--- config.mk ---
export PLATFORM = sky130hd
export DESIGN_NAME = outlier_gated_window_stats_unit
export DESIGN_NICKNAME = d
export VERILOG_FILES = /design/src/sv/ogws_pkg.sv /design/src/sv/ogws_div.sv /design/src/sv/ogws_dp.sv /design/src/sv/ogws_ctrl.sv /design/src/sv/outlier_gated_window_stats_unit.sv
export SDC_FILE = /design/constraint.sdc
export NUM_CORES = 2
export LEC_CHECK = 0
export BUFFER_PORTS_ARGS = -buffer_cell sky130_fd_sc_hd__buf_2
export CAP_MARGIN = 20
export CORE_ASPECT_RATIO = 0.9
export CORE_MARGIN = 4
export CORE_UTILIZATION = 35
export CTS_CLUSTER_DIAMETER = 200
export DETAILED_ROUTE_END_ITERATION = 6
export SYNTH_ARGS = -nofsm -noshare
export SYNTH_HDL_FRONTEND = slang
export SYNTH_SLANG_ARGS = --single-unit
--- constraint.sdc ---
create_clock -name clock -period 20.1 [get_ports clock]
set_input_delay 1.005 -clock clock [delete_from_list [all_inputs] [get_ports clock]]
set_output_delay 1.005 -clock clock [all_outputs]
set_load 0.01 [all_outputs]
--- src/sv/ogws_pkg.sv ---
// Shared types and constants for the outlier-gated window statistics unit.
// Holds the controller/datapath command and status structs and the result layout.
// No dependencies.
package ogws_pkg;

   // Field widths
   localparam int SAMPLE_W    = 16;
   localparam int FRAC_W      = 16;
   localparam int MEAN_W      = 32;
   localparam int VAR_W       = 48;
   localparam int GATE_W      = 8;
   localparam int MINB_W      = 5;
   localparam int CSR_DATA_W  = 8;
   localparam int CSR_INDEX_W = 1;

   // Window geometry
   localparam int DEPTH   = 16;
   localparam int ADDR_W  = $clog2(DEPTH);
   localparam int COUNT_W = $clog2(DEPTH + 1);

   // Window sum: DEPTH samples of SAMPLE_W bits
   localparam int SUM_MAG_W = SAMPLE_W + ADDR_W;
   localparam int SUM_W     = SUM_MAG_W + 1;

   // Shared serial divider
   localparam int DIV_W       = VAR_W;
   localparam int DIVISOR_W   = $clog2(DEPTH + 2);
   localparam int STEP_W      = $clog2(DIV_W + 1);
   localparam int DIFF_MAG_W  = MEAN_W + 1;
   localparam int WMEAN_MAG_W = SUM_MAG_W + FRAC_W;

   localparam logic [STEP_W-1:0] MEAN_STEPS  = STEP_W'(DIFF_MAG_W);
   localparam logic [STEP_W-1:0] VAR_STEPS   = STEP_W'(VAR_W);
   localparam logic [STEP_W-1:0] WMEAN_STEPS = STEP_W'(WMEAN_MAG_W);

   // Register reset values
   localparam logic [GATE_W-1:0] GATE_RESET = 8'd24;
   localparam logic [MINB_W-1:0] MINB_RESET = 5'd2;

   typedef enum logic [CSR_INDEX_W-1:0] {
      REG_GATE_FACTOR     = 1'b0,
      REG_MIN_BEFORE_GATE = 1'b1
   } reg_index_type;

   typedef enum logic [1:0] {
      DIV_OP_MEAN,
      DIV_OP_VAR,
      DIV_OP_WMEAN
   } div_op_type;

   typedef enum logic [3:0] {
      ST_IDLE,
      ST_MEAN_START,
      ST_MEAN_WAIT,
      ST_DEV,
      ST_SQUARE,
      ST_VAR_START,
      ST_VAR_WAIT,
      ST_GATE_MUL,
      ST_GATE,
      ST_WALK,
      ST_DRAIN,
      ST_WMEAN_START,
      ST_WMEAN_WAIT,
      ST_OUTPUT
   } state_type;

   typedef struct packed {
      logic               take_sample;
      logic               div_start;
      div_op_type         div_op;
      logic               mean_upd;
      logic               dev_calc;
      logic               square;
      logic               var_upd;
      logic               gate_mul;
      logic               gate_commit;
      logic               walk_clear;
      logic               ring_rd;
      logic [ADDR_W-1:0]  ring_addr;
      logic               wmean_upd;
      logic               out_load;
   } cmd_type;

   typedef struct packed {
      logic               div_busy;
      logic               div_done;
      logic [COUNT_W-1:0] count;
   } status_type;

   typedef struct packed {
      logic                accepted;
      logic [MEAN_W-1:0]   running_mean;
      logic [VAR_W-1:0]    running_variance;
      logic [COUNT_W-1:0]  window_count;
      logic [SAMPLE_W-1:0] window_min;
      logic [SAMPLE_W-1:0] window_max;
      logic [MEAN_W-1:0]   window_mean;
   } result_type;

endpackage

--- src/sv/ogws_div.sv ---
// Radix-2 restoring divider shared by the three divisions of one sample.
// The dividend arrives left-aligned; one quotient bit is produced per cycle.
// Depends on ogws_pkg.
module ogws_div (
   input  logic                           clock,
   input  logic                           reset,
   input  logic                           start,
   input  logic [ogws_pkg::DIV_W-1:0]     dividend,
   input  logic [ogws_pkg::DIVISOR_W-1:0] divisor,
   input  logic [ogws_pkg::STEP_W-1:0]    steps,
   output logic                           busy,
   output logic                           done,
   output logic [ogws_pkg::DIV_W-1:0]     quotient
);
   import ogws_pkg::*;

   logic [STEP_W-1:0]    steps_left_ff, steps_left_in;
   logic                 done_ff, done_in;
   logic [DIV_W-1:0]     quo_ff, quo_in;
   logic [DIVISOR_W-1:0] rem_ff, rem_in;
   logic [DIVISOR_W:0]   trial;
   logic [DIVISOR_W:0]   trial_sub;
   logic                 fits;

   // Partial remainder stays below the divisor, so one extra bit holds the trial.
   assign trial     = {rem_ff, quo_ff[DIV_W-1]};
   assign trial_sub = trial - {1'b0, divisor};
   assign fits      = trial >= {1'b0, divisor};

   always_comb begin
      steps_left_in = steps_left_ff;
      done_in       = 1'b0;
      quo_in        = quo_ff;
      rem_in        = rem_ff;
      if (start) begin
         steps_left_in = steps;
         quo_in        = dividend;
         rem_in        = '0;
      end else if (steps_left_ff != '0) begin
         steps_left_in = steps_left_ff - STEP_W'(1);
         done_in       = (steps_left_ff == STEP_W'(1));
         quo_in        = {quo_ff[DIV_W-2:0], fits};
         rem_in        = fits ? trial_sub[DIVISOR_W-1:0] : trial[DIVISOR_W-1:0];
      end
   end

   always_ff @(posedge clock) begin
      if (reset) begin
         steps_left_ff <= '0;
         done_ff       <= 1'b0;
      end else begin
         steps_left_ff <= steps_left_in;
         done_ff       <= done_in;
      end
   end

   always_ff @(posedge clock) begin
      quo_ff <= quo_in;
      rem_ff <= rem_in;
   end

   assign busy     = (steps_left_ff != '0);
   assign done     = done_ff;
   assign quotient = quo_ff;

endmodule

--- src/sv/ogws_dp.sv ---
// Datapath: running statistics registers, sample ring, gate and window walk.
// Acts on commands from ogws_ctrl and on direct register writes; instantiates ogws_div.
// Depends on ogws_pkg and ogws_div.
module ogws_dp (
   input  logic                             clock,
   input  logic                             reset,
   input  ogws_pkg::cmd_type                cmd,
   output ogws_pkg::status_type             status,
   input  logic                             csr_we,
   input  logic [ogws_pkg::CSR_INDEX_W-1:0] csr_index,
   input  logic [ogws_pkg::CSR_DATA_W-1:0]  csr_wdata,
   input  logic [ogws_pkg::SAMPLE_W-1:0]    req_sample,
   output ogws_pkg::result_type             result
);
   import ogws_pkg::*;

   localparam int MEAN_EXT_W = 40;
   localparam int GMUL_W     = VAR_W + GATE_W;

   // Saturates a sign-extended value to the signed 32-bit range.
   function automatic logic [MEAN_W-1:0] sat_mean(input logic signed [MEAN_EXT_W-1:0] v);
      logic signed [MEAN_EXT_W-1:0] hi;
      logic signed [MEAN_EXT_W-1:0] lo;
      hi = MEAN_EXT_W'(signed'({1'b0, {(MEAN_W-1){1'b1}}}));
      lo = -hi - MEAN_EXT_W'(1);
      if (v > hi) begin
         sat_mean = hi[MEAN_W-1:0];
      end else if (v < lo) begin
         sat_mean = lo[MEAN_W-1:0];
      end else begin
         sat_mean = v[MEAN_W-1:0];
      end
   endfunction

   // Control and architectural state
   logic [GATE_W-1:0]  gate_ff, gate_in;
   logic [MINB_W-1:0]  minb_ff, minb_in;
   logic [MEAN_W-1:0]  mean_ff, mean_in;
   logic [VAR_W-1:0]   var_ff, var_in;
   logic [COUNT_W-1:0] count_ff, count_in;
   logic [ADDR_W-1:0]  slot_ff, slot_in;
   logic               rd_pend_ff;

   // Working registers
   logic [SAMPLE_W-1:0]        sample_ff;
   logic                       neg_ff;
   logic [MEAN_W-1:0]          mag_ff;
   logic [VAR_W-1:0]           d_ff;
   logic [GMUL_W-1:0]          rhs_ff;
   logic                       accept_ff;
   logic [SAMPLE_W-1:0]        rd_data_ff;
   logic signed [SUM_W-1:0]    sum_ff;
   logic signed [SAMPLE_W-1:0] wmin_ff;
   logic signed [SAMPLE_W-1:0] wmax_ff;
   logic [MEAN_W-1:0]          wmean_ff;
   result_type                 result_ff;

   logic [SAMPLE_W-1:0] ring_mem [DEPTH];

   // Divider hookup
   logic [DIV_W-1:0]     div_dividend;
   logic [DIVISOR_W-1:0] div_divisor;
   logic [STEP_W-1:0]    div_steps;
   logic                 div_busy;
   logic                 div_done;
   logic [DIV_W-1:0]     div_quotient;

   // Combinational helpers
   logic signed [MEAN_W+1:0]     mean_diff;
   logic [MEAN_W+1:0]            mean_diff_abs;
   logic signed [SUM_W-1:0]      sum_neg;
   logic [SUM_MAG_W-1:0]         sum_abs;
   logic [DIFF_MAG_W-1:0]        mean_q;
   logic signed [MEAN_EXT_W-1:0] mean_q_s;
   logic signed [MEAN_EXT_W-1:0] mean_sum;
   logic [WMEAN_MAG_W-1:0]       wmean_q;
   logic signed [MEAN_EXT_W-1:0] wmean_q_s;
   logic [VAR_W:0]               var_sum;
   logic [2*MEAN_W-1:0]          square_prod;
   logic                         accept;
   logic signed [SAMPLE_W-1:0]   rd_value;

   // Sample in Q16.16 minus the current mean, two guard bits wide.
   assign mean_diff     = signed'({{2{sample_ff[SAMPLE_W-1]}}, sample_ff, {FRAC_W{1'b0}}})
                        - signed'({{2{mean_ff[MEAN_W-1]}}, mean_ff});
   assign mean_diff_abs = mean_diff[MEAN_W+1] ? (~mean_diff + 1'b1) : mean_diff;

   assign sum_neg = -sum_ff;
   assign sum_abs = sum_ff[SUM_W-1] ? sum_neg[SUM_MAG_W-1:0] : sum_ff[SUM_MAG_W-1:0];

   always_comb begin
      div_dividend = '0;
      div_divisor  = DIVISOR_W'(count_ff) + DIVISOR_W'(1);
      div_steps    = VAR_STEPS;
      unique case (cmd.div_op)
         DIV_OP_MEAN: begin
            div_dividend = {mean_diff_abs[DIFF_MAG_W-1:0], {(DIV_W-DIFF_MAG_W){1'b0}}};
            div_steps    = MEAN_STEPS;
         end
         DIV_OP_VAR: begin
            div_dividend = d_ff;
            div_steps    = VAR_STEPS;
         end
         DIV_OP_WMEAN: begin
            div_dividend = {sum_abs, {FRAC_W{1'b0}}, {(DIV_W-WMEAN_MAG_W){1'b0}}};
            div_divisor  = DIVISOR_W'(count_ff);
            div_steps    = WMEAN_STEPS;
         end
         default: begin
            div_dividend = '0;
         end
      endcase
   end

   ogws_div u_div (
      .clock    (clock),
      .reset    (reset),
      .start    (cmd.div_start),
      .dividend (div_dividend),
      .divisor  (div_divisor),
      .steps    (div_steps),
      .busy     (div_busy),
      .done     (div_done),
      .quotient (div_quotient)
   );

   // Quotients re-signed and added.
   assign mean_q    = div_quotient[DIFF_MAG_W-1:0];
   assign mean_q_s  = neg_ff ? -signed'(MEAN_EXT_W'(mean_q)) : signed'(MEAN_EXT_W'(mean_q));
   assign mean_sum  = MEAN_EXT_W'(signed'(mean_ff)) + mean_q_s;
   assign wmean_q   = div_quotient[WMEAN_MAG_W-1:0];
   assign wmean_q_s = neg_ff ? -signed'(MEAN_EXT_W'(wmean_q)) : signed'(MEAN_EXT_W'(wmean_q));
   assign var_sum   = {1'b0, var_ff} + {1'b0, div_quotient};

   assign square_prod = (2*MEAN_W)'(mag_ff) * (2*MEAN_W)'(mag_ff);

   // Gate: pass below min count, or if deviation^2 x 16 < gate factor x variance.
   assign accept = (count_ff < COUNT_W'(minb_ff))
                || ({{(GMUL_W-VAR_W-4){1'b0}}, d_ff, 4'b0000} < rhs_ff);

   assign rd_value = signed'(rd_data_ff);

   always_comb begin
      gate_in  = gate_ff;
      minb_in  = minb_ff;
      mean_in  = mean_ff;
      var_in   = var_ff;
      count_in = count_ff;
      slot_in  = slot_ff;
      if (csr_we) begin
         unique case (reg_index_type'(csr_index))
            REG_GATE_FACTOR:     gate_in = csr_wdata[GATE_W-1:0];
            REG_MIN_BEFORE_GATE: minb_in = csr_wdata[MINB_W-1:0];
            default:             gate_in = gate_ff;
         endcase
      end
      if (cmd.mean_upd) begin
         mean_in = sat_mean(mean_sum);
      end
      if (cmd.var_upd) begin
         var_in = var_sum[VAR_W] ? {VAR_W{1'b1}} : var_sum[VAR_W-1:0];
      end
      if (cmd.gate_commit && accept) begin
         if (count_ff != COUNT_W'(DEPTH)) begin
            count_in = count_ff + COUNT_W'(1);
         end
         slot_in = (slot_ff == ADDR_W'(DEPTH - 1)) ? '0 : slot_ff + ADDR_W'(1);
      end
   end

   always_ff @(posedge clock) begin
      if (reset) begin
         gate_ff    <= GATE_RESET;
         minb_ff    <= MINB_RESET;
         mean_ff    <= '0;
         var_ff     <= '0;
         count_ff   <= '0;
         slot_ff    <= '0;
         rd_pend_ff <= 1'b0;
      end else begin
         gate_ff    <= gate_in;
         minb_ff    <= minb_in;
         mean_ff    <= mean_in;
         var_ff     <= var_in;
         count_ff   <= count_in;
         slot_ff    <= slot_in;
         rd_pend_ff <= cmd.ring_rd;
      end
   end

   // Sample ring: one write on an accepted commit, one registered read per walk step.
   always_ff @(posedge clock) begin
      if (cmd.gate_commit && accept) begin
         ring_mem[slot_ff] <= sample_ff;
      end
      if (cmd.ring_rd) begin
         rd_data_ff <= ring_mem[cmd.ring_addr];
      end
   end

   always_ff @(posedge clock) begin
      if (cmd.take_sample) begin
         sample_ff <= req_sample;
      end
      if (cmd.div_start && (cmd.div_op == DIV_OP_MEAN)) begin
         neg_ff <= mean_diff[MEAN_W+1];
      end else if (cmd.div_start && (cmd.div_op == DIV_OP_WMEAN)) begin
         neg_ff <= sum_ff[SUM_W-1];
      end
      if (cmd.dev_calc) begin
         mag_ff <= mean_diff_abs[MEAN_W] ? {MEAN_W{1'b1}} : mean_diff_abs[MEAN_W-1:0];
      end
      if (cmd.square) begin
         d_ff <= square_prod[2*MEAN_W-1:FRAC_W];
      end
      if (cmd.gate_mul) begin
         rhs_ff <= GMUL_W'(gate_ff) * GMUL_W'(var_ff);
      end
      if (cmd.gate_commit) begin
         accept_ff <= accept;
      end
      if (cmd.walk_clear) begin
         sum_ff  <= '0;
         wmin_ff <= signed'({1'b0, {(SAMPLE_W-1){1'b1}}});
         wmax_ff <= signed'({1'b1, {(SAMPLE_W-1){1'b0}}});
      end else if (rd_pend_ff) begin
         sum_ff <= sum_ff + SUM_W'(rd_value);
         if (rd_value < wmin_ff) begin
            wmin_ff <= rd_value;
         end
         if (rd_value > wmax_ff) begin
            wmax_ff <= rd_value;
         end
      end
      if (cmd.wmean_upd) begin
         wmean_ff <= sat_mean(wmean_q_s);
      end
      if (cmd.out_load) begin
         result_ff.accepted         <= accept_ff;
         result_ff.running_mean     <= mean_ff;
         result_ff.running_variance <= var_ff;
         result_ff.window_count     <= count_ff;
         if (count_ff == '0) begin
            result_ff.window_min  <= '0;
            result_ff.window_max  <= '0;
            result_ff.window_mean <= '0;
         end else begin
            result_ff.window_min  <= wmin_ff;
            result_ff.window_max  <= wmax_ff;
            result_ff.window_mean <= wmean_ff;
         end
      end
   end

   assign status.div_busy = div_busy;
   assign status.div_done = div_done;
   assign status.count    = count_ff;
   assign result          = result_ff;

   // The fill count never passes the ring depth.
   a_count_bound: assert property (@(posedge clock) disable iff (reset)
      count_ff <= COUNT_W'(DEPTH))
      else $error("window count exceeds ring depth");

   // The variance accumulator only grows.
   a_var_monotone: assert property (@(posedge clock) disable iff (reset)
      !$past(reset) |-> var_ff >= $past(var_ff))
      else $error("variance accumulator decreased");

   // A non-empty window reports a minimum no larger than its maximum.
   a_min_le_max: assert property (@(posedge clock) disable iff (reset)
      cmd.out_load && (count_ff != '0)
      |=> $signed(result_ff.window_min) <= $signed(result_ff.window_max))
      else $error("window minimum above window maximum");

endmodule

--- src/sv/ogws_ctrl.sv ---
// Sequencer for the outlier-gated window statistics unit.
// Steps one sample through the datapath and owns both stream handshakes.
// Depends on ogws_pkg.
module ogws_ctrl (
   input  logic                 clock,
   input  logic                 reset,
   input  logic                 req_tvalid,
   output logic                 req_tready,
   output logic                 rsp_tvalid,
   input  logic                 rsp_tready,
   input  ogws_pkg::status_type status,
   output ogws_pkg::cmd_type    cmd
);
   import ogws_pkg::*;

   state_type          state_ff, state_in;
   logic [COUNT_W-1:0] walk_ff, walk_in;
   logic               rsp_valid_ff, rsp_valid_in;

   always_comb begin
      state_in   = state_ff;
      walk_in    = walk_ff;
      cmd        = '0;
      req_tready = 1'b0;
      unique case (state_ff)
         ST_IDLE: begin
            req_tready = 1'b1;
            if (req_tvalid) begin
               cmd.take_sample = 1'b1;
               state_in        = ST_MEAN_START;
            end
         end
         ST_MEAN_START: begin
            cmd.div_start = 1'b1;
            cmd.div_op    = DIV_OP_MEAN;
            state_in      = ST_MEAN_WAIT;
         end
         ST_MEAN_WAIT: begin
            if (status.div_done) begin
               cmd.mean_upd = 1'b1;
               state_in     = ST_DEV;
            end
         end
         ST_DEV: begin
            cmd.dev_calc = 1'b1;
            state_in     = ST_SQUARE;
         end
         ST_SQUARE: begin
            cmd.square = 1'b1;
            state_in   = ST_VAR_START;
         end
         ST_VAR_START: begin
            cmd.div_start = 1'b1;
            cmd.div_op    = DIV_OP_VAR;
            state_in      = ST_VAR_WAIT;
         end
         ST_VAR_WAIT: begin
            cmd.div_op = DIV_OP_VAR;
            if (status.div_done) begin
               cmd.var_upd = 1'b1;
               state_in    = ST_GATE_MUL;
            end
         end
         ST_GATE_MUL: begin
            cmd.gate_mul = 1'b1;
            state_in     = ST_GATE;
         end
         ST_GATE: begin
            cmd.gate_commit = 1'b1;
            cmd.walk_clear  = 1'b1;
            walk_in         = '0;
            state_in        = ST_WALK;
         end
         ST_WALK: begin
            if (status.count == '0) begin
               state_in = ST_OUTPUT;
            end else begin
               cmd.ring_rd   = 1'b1;
               cmd.ring_addr = walk_ff[ADDR_W-1:0];
               walk_in       = walk_ff + COUNT_W'(1);
               if (walk_ff + COUNT_W'(1) == status.count) begin
                  state_in = ST_DRAIN;
               end
            end
         end
         ST_DRAIN: begin
            state_in = ST_WMEAN_START;
         end
         ST_WMEAN_START: begin
            cmd.div_start = 1'b1;
            cmd.div_op    = DIV_OP_WMEAN;
            state_in      = ST_WMEAN_WAIT;
         end
         ST_WMEAN_WAIT: begin
            cmd.div_op = DIV_OP_WMEAN;
            if (status.div_done) begin
               cmd.wmean_upd = 1'b1;
               state_in      = ST_OUTPUT;
            end
         end
         ST_OUTPUT: begin
            if (!rsp_valid_ff || rsp_tready) begin
               cmd.out_load = 1'b1;
               state_in     = ST_IDLE;
            end
         end
         default: begin
            state_in = ST_IDLE;
         end
      endcase

      if (cmd.out_load) begin
         rsp_valid_in = 1'b1;
      end else if (rsp_tready) begin
         rsp_valid_in = 1'b0;
      end else begin
         rsp_valid_in = rsp_valid_ff;
      end
   end

   always_ff @(posedge clock) begin
      if (reset) begin
         state_ff     <= ST_IDLE;
         walk_ff      <= '0;
         rsp_valid_ff <= 1'b0;
      end else begin
         state_ff     <= state_in;
         walk_ff      <= walk_in;
         rsp_valid_ff <= rsp_valid_in;
      end
   end

   assign rsp_tvalid = rsp_valid_ff;

   // A new result is never loaded over one that has not been taken.
   a_no_overwrite: assert property (@(posedge clock) disable iff (reset)
      cmd.out_load |-> (!rsp_valid_ff || rsp_tready))
      else $error("result register overwritten before transfer");

   // The shared divider is only started when it is free.
   a_div_free: assert property (@(posedge clock) disable iff (reset)
      cmd.div_start |-> !status.div_busy)
      else $error("divider started while busy");

   // A waiting result stays valid until it is transferred.
   a_rsp_hold: assert property (@(posedge clock) disable iff (reset)
      rsp_valid_ff && !rsp_tready |=> rsp_valid_ff)
      else $error("result valid dropped before transfer");

endmodule

--- src/sv/outlier_gated_window_stats_unit.sv ---
// Top level of the outlier-gated window statistics unit.
// Joins the sequencer (ogws_ctrl) and the datapath (ogws_dp) and packs the streams.
// Depends on ogws_pkg, ogws_ctrl, ogws_dp and, through the datapath, ogws_div.
//
//  Channel   Direction  Payload                                        Handshake
//  --------  ---------  ---------------------------------------------  -------------------
//  req_      in         tdata[15:0] sample                             tvalid / tready
//  rsp_      out        tdata[149:0] result fields, see port comment   tvalid / tready
//  csr_      in         wdata[7:0] to register csr_index               csr_we, no wait
//
// From the transfer of a sample on req_ to the earliest transfer of its result on rsp_,
// most of the time goes to the single radix-2 divider shared by three divisions (33, 48
// and 36 quotient bits); the window walk adds one ring read per stored entry. When the
// window is empty after the gate, the walk and the window-mean division are skipped.
// A sample is taken only while the sequencer is idle; the next one may be taken while
// the previous result still sits in the output register.
// Reset is synchronous and active high; it clears the running mean, variance, fill
// count and write slot and restores the register defaults. The ring needs no clearing.
// A stalled rsp_ side holds the finished result and holds the sequencer in its final
// step; the input side then stalls once the following sample is under way.
module outlier_gated_window_stats_unit (
   input  logic         clock,
   input  logic         reset,

   // Input stream
   input  logic         req_tvalid,
   output logic         req_tready,
   input  logic [15:0]  req_tdata,   // [15:0] sample

   // Result stream
   output logic         rsp_tvalid,
   input  logic         rsp_tready,
   output logic [151:0] rsp_tdata,   // [0] accepted, [32:1] running_mean,
                                     // [80:33] running_variance, [85:81] window_count,
                                     // [101:86] window_min, [117:102] window_max,
                                     // [149:118] window_mean, [151:150] zero

   // Configuration writes
   input  logic         csr_we,
   input  logic [0:0]   csr_index,
   input  logic [7:0]   csr_wdata
);
   import ogws_pkg::*;

   localparam int RSP_FIELDS_W = 1 + MEAN_W + VAR_W + COUNT_W + 2*SAMPLE_W + MEAN_W;
   localparam int RSP_DATA_W   = ((RSP_FIELDS_W + 7) / 8) * 8;

   cmd_type    cmd;
   status_type status;
   result_type result;

   // The sequencer drives every step of the datapath and both handshakes.
   ogws_ctrl u_ctrl (
      .clock      (clock),
      .reset      (reset),
      .req_tvalid (req_tvalid),
      .req_tready (req_tready),
      .rsp_tvalid (rsp_tvalid),
      .rsp_tready (rsp_tready),
      .status     (status),
      .cmd        (cmd)
   );

   // The datapath holds the statistics, the ring and the output register.
   ogws_dp u_dp (
      .clock      (clock),
      .reset      (reset),
      .cmd        (cmd),
      .status     (status),
      .csr_we     (csr_we),
      .csr_index  (csr_index),
      .csr_wdata  (csr_wdata),
      .req_sample (req_tdata[SAMPLE_W-1:0]),
      .result     (result)
   );

   // Fields packed from the lowest bit up, padded with zeros to whole bytes.
   assign rsp_tdata = {{(RSP_DATA_W-RSP_FIELDS_W){1'b0}},
                       result.window_mean,
                       result.window_max,
                       result.window_min,
                       result.window_count,
                       result.running_variance,
                       result.running_mean,
                       result.accepted};

endmodule
Yosys cells after proc, flatten, opt, wreduce, memory -nomap -nowiden

Memories as Yosys holds them, arrays and structs flattened. A register that Yosys moved wholly into a read port is not among the register bits.
Cells that the tools add are included.

Flip-flop bits (word level): 562
Memory bits (writable): 256
Output and inout port bits: 154
Memories kept: 1

Add/sub/neg operators: 13
Multiply operators: 2
$lt $le $gt $ge: 9
Equal/unequal tests: 26
Mux-type cells: 50
Bitwise logic cells: 3
Reduce and logical (&&, ||, !) cells: 25

Memory list:

| memory        | words | width | rd ports | clocked after memory_dff | wr ports | line          | source |
|---|---|---|---|---|---|---|---|
| u_dp.ring_mem | 16    | 16    | 1        | 1                        | 1        | ogws_dp.sv:58 | `logic [SAMPLE_W-1:0] ring_mem [DEPTH];` |

Operators by type and width:

| operator                                                                       | count |
|---|---|
| 48-bit 2-to-1 mux                                                              | 3 |
| 48-bit one-hot mux with 3 select lines                                         | 1 |
| 32-bit 2-to-1 mux                                                              | 3 |
| 40-bit by 32-bit > comparator with 1-bit output, second input constant         | 2 |
| 40-bit by 32-bit less-than comparator with 1-bit output, second input constant | 2 |
| 40-bit 2-to-1 mux                                                              | 2 |
| 32-bit by 32-bit multiplier with 64-bit output                                 | 1 |
| 52-bit by 56-bit less-than comparator with 1-bit output                        | 1 |
| 8-bit by 48-bit multiplier with 56-bit output                                  | 1 |
| 4-bit one-hot mux with 14 select lines                                         | 1 |
| 48-bit by 48-bit adder with 49-bit output                                      | 1 |
| 32-bit by 40-bit adder with 40-bit output                                      | 1 |
| 33-bit negator with 40-bit output                                              | 1 |
| 36-bit negator with 40-bit output                                              | 1 |
| 33-bit by 1-bit adder with 33-bit output, second input constant                | 1 |
| 33-bit 2-to-1 mux                                                              | 1 |
| 33-bit inverter                                                                | 1 |
| 32-bit by 32-bit subtractor with 33-bit output                                 | 1 |
| 4-bit 2-to-1 mux                                                               | 8 |
| 4-bit == test, second input constant                                           | 7 |
| 5-bit 2-to-1 mux                                                               | 5 |
| 21-bit by 16-bit adder with 21-bit output                                      | 1 |
| 20-bit 2-to-1 mux                                                              | 1 |
| 20-bit negator                                                                 | 1 |
| other kinds (37)                                                               | 80 |

Depth between registers and ports, before layout

Word-level depth: 8
Depth in mapped cells: 32

Cells and area by module

Synthesis repeated with hierarchy kept, for this count alone.

Cell total of the unflattened synthesis: 7742
Area, all modules: 81194.1 um^2

By module, submodules not included:

| module                          | times used | cells each | area an instance (um^2) |
|---|---|---|---|
| ogws_dp                         | 1          | 7416       | 77398.0 |
| ogws_div                        | 1          | 202        | 2835.2 |
| ogws_ctrl                       | 1          | 121        | 942.2 |
| outlier_gated_window_stats_unit | 1          | 3          | 18.8 |

Least setup slack after synthesis

OpenSTA, ideal clock, no wires.

Kind: input to register
Start point: in rsp_tready
End point: reg u_dp.result_ff (netlist bit u_dp.result[0]), enable pin
Library setup time: 844 ps
Arrival time: 11172 ps
Data required time: 19256 ps
Setup slack: 8084 ps
Cell stages on the path: 2
Buffers on the path: 0
Path through: nor2b_1 > nor3_1

RTL lines:

| what               | line                                  | source |
|---|---|---|
| start: declaration | outlier_gated_window_stats_unit.sv:32 | `input logic rsp_tready,` |
| end: declaration   | ogws_dp.sv:56                         | `result_type result_ff;` |

Worst setup path after layout

Start point: reg u_dp.mag_ff[4]
End point: reg u_dp.d_ff[42] (data pin)

Word-level cells in the longest chain between the ends: 1

RTL lines:

| what                                           | line           | source |
|---|---|---|
| start: declaration                             | ogws_dp.sv:47  | `logic [MEAN_W-1:0] mag_ff;` |
| start signal: assignment                       | ogws_dp.sv:211 | `mag_ff <= mean_diff_abs[MEAN_W] ? {MEAN_W{1'b1}} : mean_diff_abs[MEAN_W-1:0];` |
| 32-bit by 32-bit multiplier with 64-bit output | ogws_dp.sv:135 | `assign square_prod = (2*MEAN_W)'(mag_ff) * (2*MEAN_W)'(mag_ff);` |
| via u_dp.square_prod[58]                       | ogws_dp.sv:79  | `logic [2*MEAN_W-1:0] square_prod;` |
| end signal: assignment                         | ogws_dp.sv:214 | `d_ff <= square_prod[2*MEAN_W-1:FRAC_W];` |
| end: declaration                               | ogws_dp.sv:48  | `logic [VAR_W-1:0] d_ff;` |

The timed path passes the listed nets, and every way through them passes these cells.
A chain may end at the register's enable or synchronous reset.

==> impl_metrics.py <==
metrics = {
    "synth": {
        "netlist.area_leader.share_pct": 26.5,
        "async_reset_ff_share_pct": 0,
        "synth_edf_count": 656,
        "syn_inst": 7819,
        "synth_area_leaders": "fa_1 26%, edfxtp_1 24%, ha_1 9.2%, inv_1 6.4%, dfxtp_1 4.4%",
        "synth_seq_cells": 834,
        "yosys.area.top_type": "fa_1",
        "yosysWarnings": 0,
        "avgSynthCellArea_um2": 10.4,
        "ys_types": 98,
        "syn_area_mm2": 0.0811,
        "synth_commonest_cells": "1,394 x inv_1, 1,074 x fa_1, 707 x nand2_1, 656 x edfxtp_1, 596 x ha_1",
        "ys.flop_type": "edfxtp_1",
        "ys_seq_area_share_pct": 28.7,
        "synth_most_common_cell": "inv_1",
    },
    "worst_hold_path": {
        "hp-start": "u_dp.accept_ff",
        "holdPathEnd": "u_dp.result[149]",
        "min_delay_path_depth": 0,
        "hold_class": "reg2reg",
    },
    "timing": {
        "fin_tns_setup_ns": 0,
        "setup_violations": 0,
        "hold_viol_final": 0,
        "finalCriticalPeriod_ns": 9.65,
        "clock_skew_ns": 0.0833,
        "rsz0062_at_grt": "no",
        "max_freq_mhz": 104,
        "worstMarginPinSlew_ns": 1.12,
        "finalCritPeriodShare_pct": 48.0,
        "drv_slew": 0,
        "max_slew_margin_pct": 25.6,
    },
    "finish": {
        "seq_area_mm2": 0.0233,
        "final_nets": 9549,
        "drive_above_1_share_pct": 7.64,
        "utilization_pct": 38.5,
        "multi_input_area_mm2": 0.0514,
        "synthToLayoutAreaGrowth_pct": 9.28,
        "nFillCells": 22300,
    },
    "clock_tree": {
        "cts-root-buf": "clkbuf_16",
        "htree_levels": 3,
        "cts_resized": 0,
        "numCtsBuffers": 91,
        "clkLatencyLatePin_ns": 0.73,
        "hold_buffers": 0,
        "clock_sink_count": 834,
        "post_cts_buffers": 0,
        "cts_tree": "yes",
        "clockBufferDepth": 3,
        "clk_pin_slew_ns": 0.06,
    },
    "setup_path": {
        "r2r-end": "u_dp.d_ff[42]",
        "cp.arrival_ns": 10.04,
        "worstPathMaxFanout": 35,
        "r2r-start": "u_dp.mag_ff[4]",
        "critPathMaxStageDelay_ns": 0.94,
        "crit_path_end_kind": "flip-flop",
        "start_kind": "flip-flop",
        "crit_required_ns": 20.49,
        "reg2reg_slack_ns": 10.45,
        "cpMostUsedCell": "fa_1",
        "rr_worst_depth": 29,
        "crit_type": "reg2reg",
        "cpMaxStageDelayCell": "o41ai_1",
    },
    "global_route": {
        "antenna_found_initial": 22,
        "track_usage_pct": 19.5,
        "grt_overflow_total": 0,
        "grt_pass1_vias": 58600,
        "grt_pass1_wl_um": 360000,
        "grt_start_max_net_pins": 106,
    },
    "detailed_routing": {
        "ant_nets": 0,
        "drt_iter0_drc": 4893,
        "vias": 56700,
        "wire_per_inst_um": 21.2,
        "drt-pass1-iter-count": 5,
        "drc": 0,
        "viasPerCell": 5.16,
        "wl_um": 233000,
    },
    "floorplan": {
        "num_rows": 167,
        "num_io_pins": 184,
        "die_x_um": 516,
        "core_mm2": 0.230,
        "dieArea_mm2": 0.240,
        "start_util_pct": 35.2,
        "fp.dieH_um": 465,
    },
    "outcome": {
        "outcome": "complete, no violations",
    },
    "place": {
        "port_buffers": 181,
        "hpwl_um": 179000,
        "gp_congestion": 0.923,
    },
    "flow_run": {
        "maxCapViolCount": 0,
    },
}
-- cells by family after synthesis --
| group | synth area share, % |
|---|---|
| other | 0.00462 |
| adders and majority gates | 35.7 |
| AOI/OAI and AO/OA | 8.33 |
| buffers and inverters | 8.12 |
| DFF | 28.7 |
| muxes | 2.92 |
| xor gates and xnor gates | 3.80 |
| and+or+nand+nor | 12.5 |
-- sequential cells by signal (all words and copies together) (netlist names), 8 cells and up --
| register | flops |
|---|---|
| u_dp.wmin_ff | 16 |
| u_dp.var_ff | 48 |
| u_dp.mag_ff | 32 |
| u_dp.u_div.quotient | 48 |
| u_dp.mean_ff | 32 |
| u_dp.wmax_ff | 16 |
| u_dp.rd_data_ff | 16 |
| u_dp.sum_ff | 21 |
| u_dp.wmean_ff | 32 |
| u_dp.rhs_ff | 56 |
| u_dp.sample_ff | 16 |
| u_dp.ring_mem | 256 |
| u_dp.result | 150 |
| u_dp.gate_ff | 8 |
| u_dp.d_ff | 48 |
-- layer usage --
| layer | GRT usage [%] | up-vias | wire (um) |
|---|---|---|---|
| met5 | 0 | - | 71 |
| met4 | 4.53 | 10 | 5690 |
| met3 | 4.13 | 296 | 20100 |
| met2 | 29.3 | 1984 | 101000 |
| met1 | 28.8 | 28800 | 107000 |
| li1 | - | 25500 | - |
-- worst max path at each step --
stage,endpoint,depth (start not counted),startpoint
3_3_place_gp,u_dp.d_ff[42],29,u_dp.mag_ff[4]
3_5_place_dp,u_dp.d_ff[42],29,u_dp.mag_ff[13]
2_1_floorplan,u_dp.result[0],2,rsp_tready
5_1_grt,u_dp.d_ff[42],29,u_dp.mag_ff[4]
4_1_cts,u_dp.d_ff[42],29,u_dp.mag_ff[13]
6_report,u_dp.d_ff[42],29,u_dp.mag_ff[4]
-- stage by stage --
stage / hold slack [ns] / worst slack [ns] / std cells / cell area [um^2]
4_1_cts: 0.387 / 10.44 / 11000 / 88600
2_1_floorplan: 0.400 / 8.08 / 7820 / 81100
5_1_grt: 0.410 / 10.08 / 11000 / 88700
3_5_place_dp: 0.406 / 10.56 / 10800 / 85300
3_3_place_gp: 0.408 / 10.59 / 10800 / 85300
6_report: 0.419 / 10.45 / 11000 / 88700
-- layout make-up --
type	instances	area share [%]
Sequential cell	834	26.2
Tap cell	3042	4.29
Clock buffer	112	2.76
Multi-Input combinational cell	5249	57.9
Clock inverter	60	0.933
Timing Repair Buffer	275	1.89
Inverter	1398	5.92
Antenna cell	6	0.0169
-- critical path, delay by kind of cell, from the launching register on --
| family | cells | cell delay [ns] |
|---|---|---|
| adder cells (fa/ha/maj) | 9 | 4.08 |
| AO/OA/AOI/OAI | 8 | 2.33 |
| AND/OR/NAND/NOR | 5 | 1.54 |
| buffers and inverters | 5 | 0.62 |
| XOR/XNOR | 2 | 0.36 |
| flip-flops | 1 | 0.32 |
-- layout by cell type (no fill, tap or decap), drive strengths merged, types with 17 or more instances in the layout --
master / count
xor2: 141
nand4: 39
inv: 1403
nor3: 56
edfxtp: 656
nand2: 708
a31oi: 37
nand3: 102
o32ai: 31
nor2: 410
a21oi: 256
nor2b: 56
o21ai: 215
buf: 275
mux2: 21
xnor2: 210
nand2b: 73
a221oi: 32
mux4: 64
ha: 596
or3: 39
o21a: 42
a21o: 144
clkbuf: 112
and3: 47
nor4: 22
a31o: 17
dfxtp: 178
fa: 1074
a211oi: 67
o21bai: 24
o31ai: 26
clkinv: 31
mux2i: 69
and2: 443
Power is left out: the tool's default activity adds up to more than one toggle a clock period on the data nets, which glitch-free logic cannot reach.
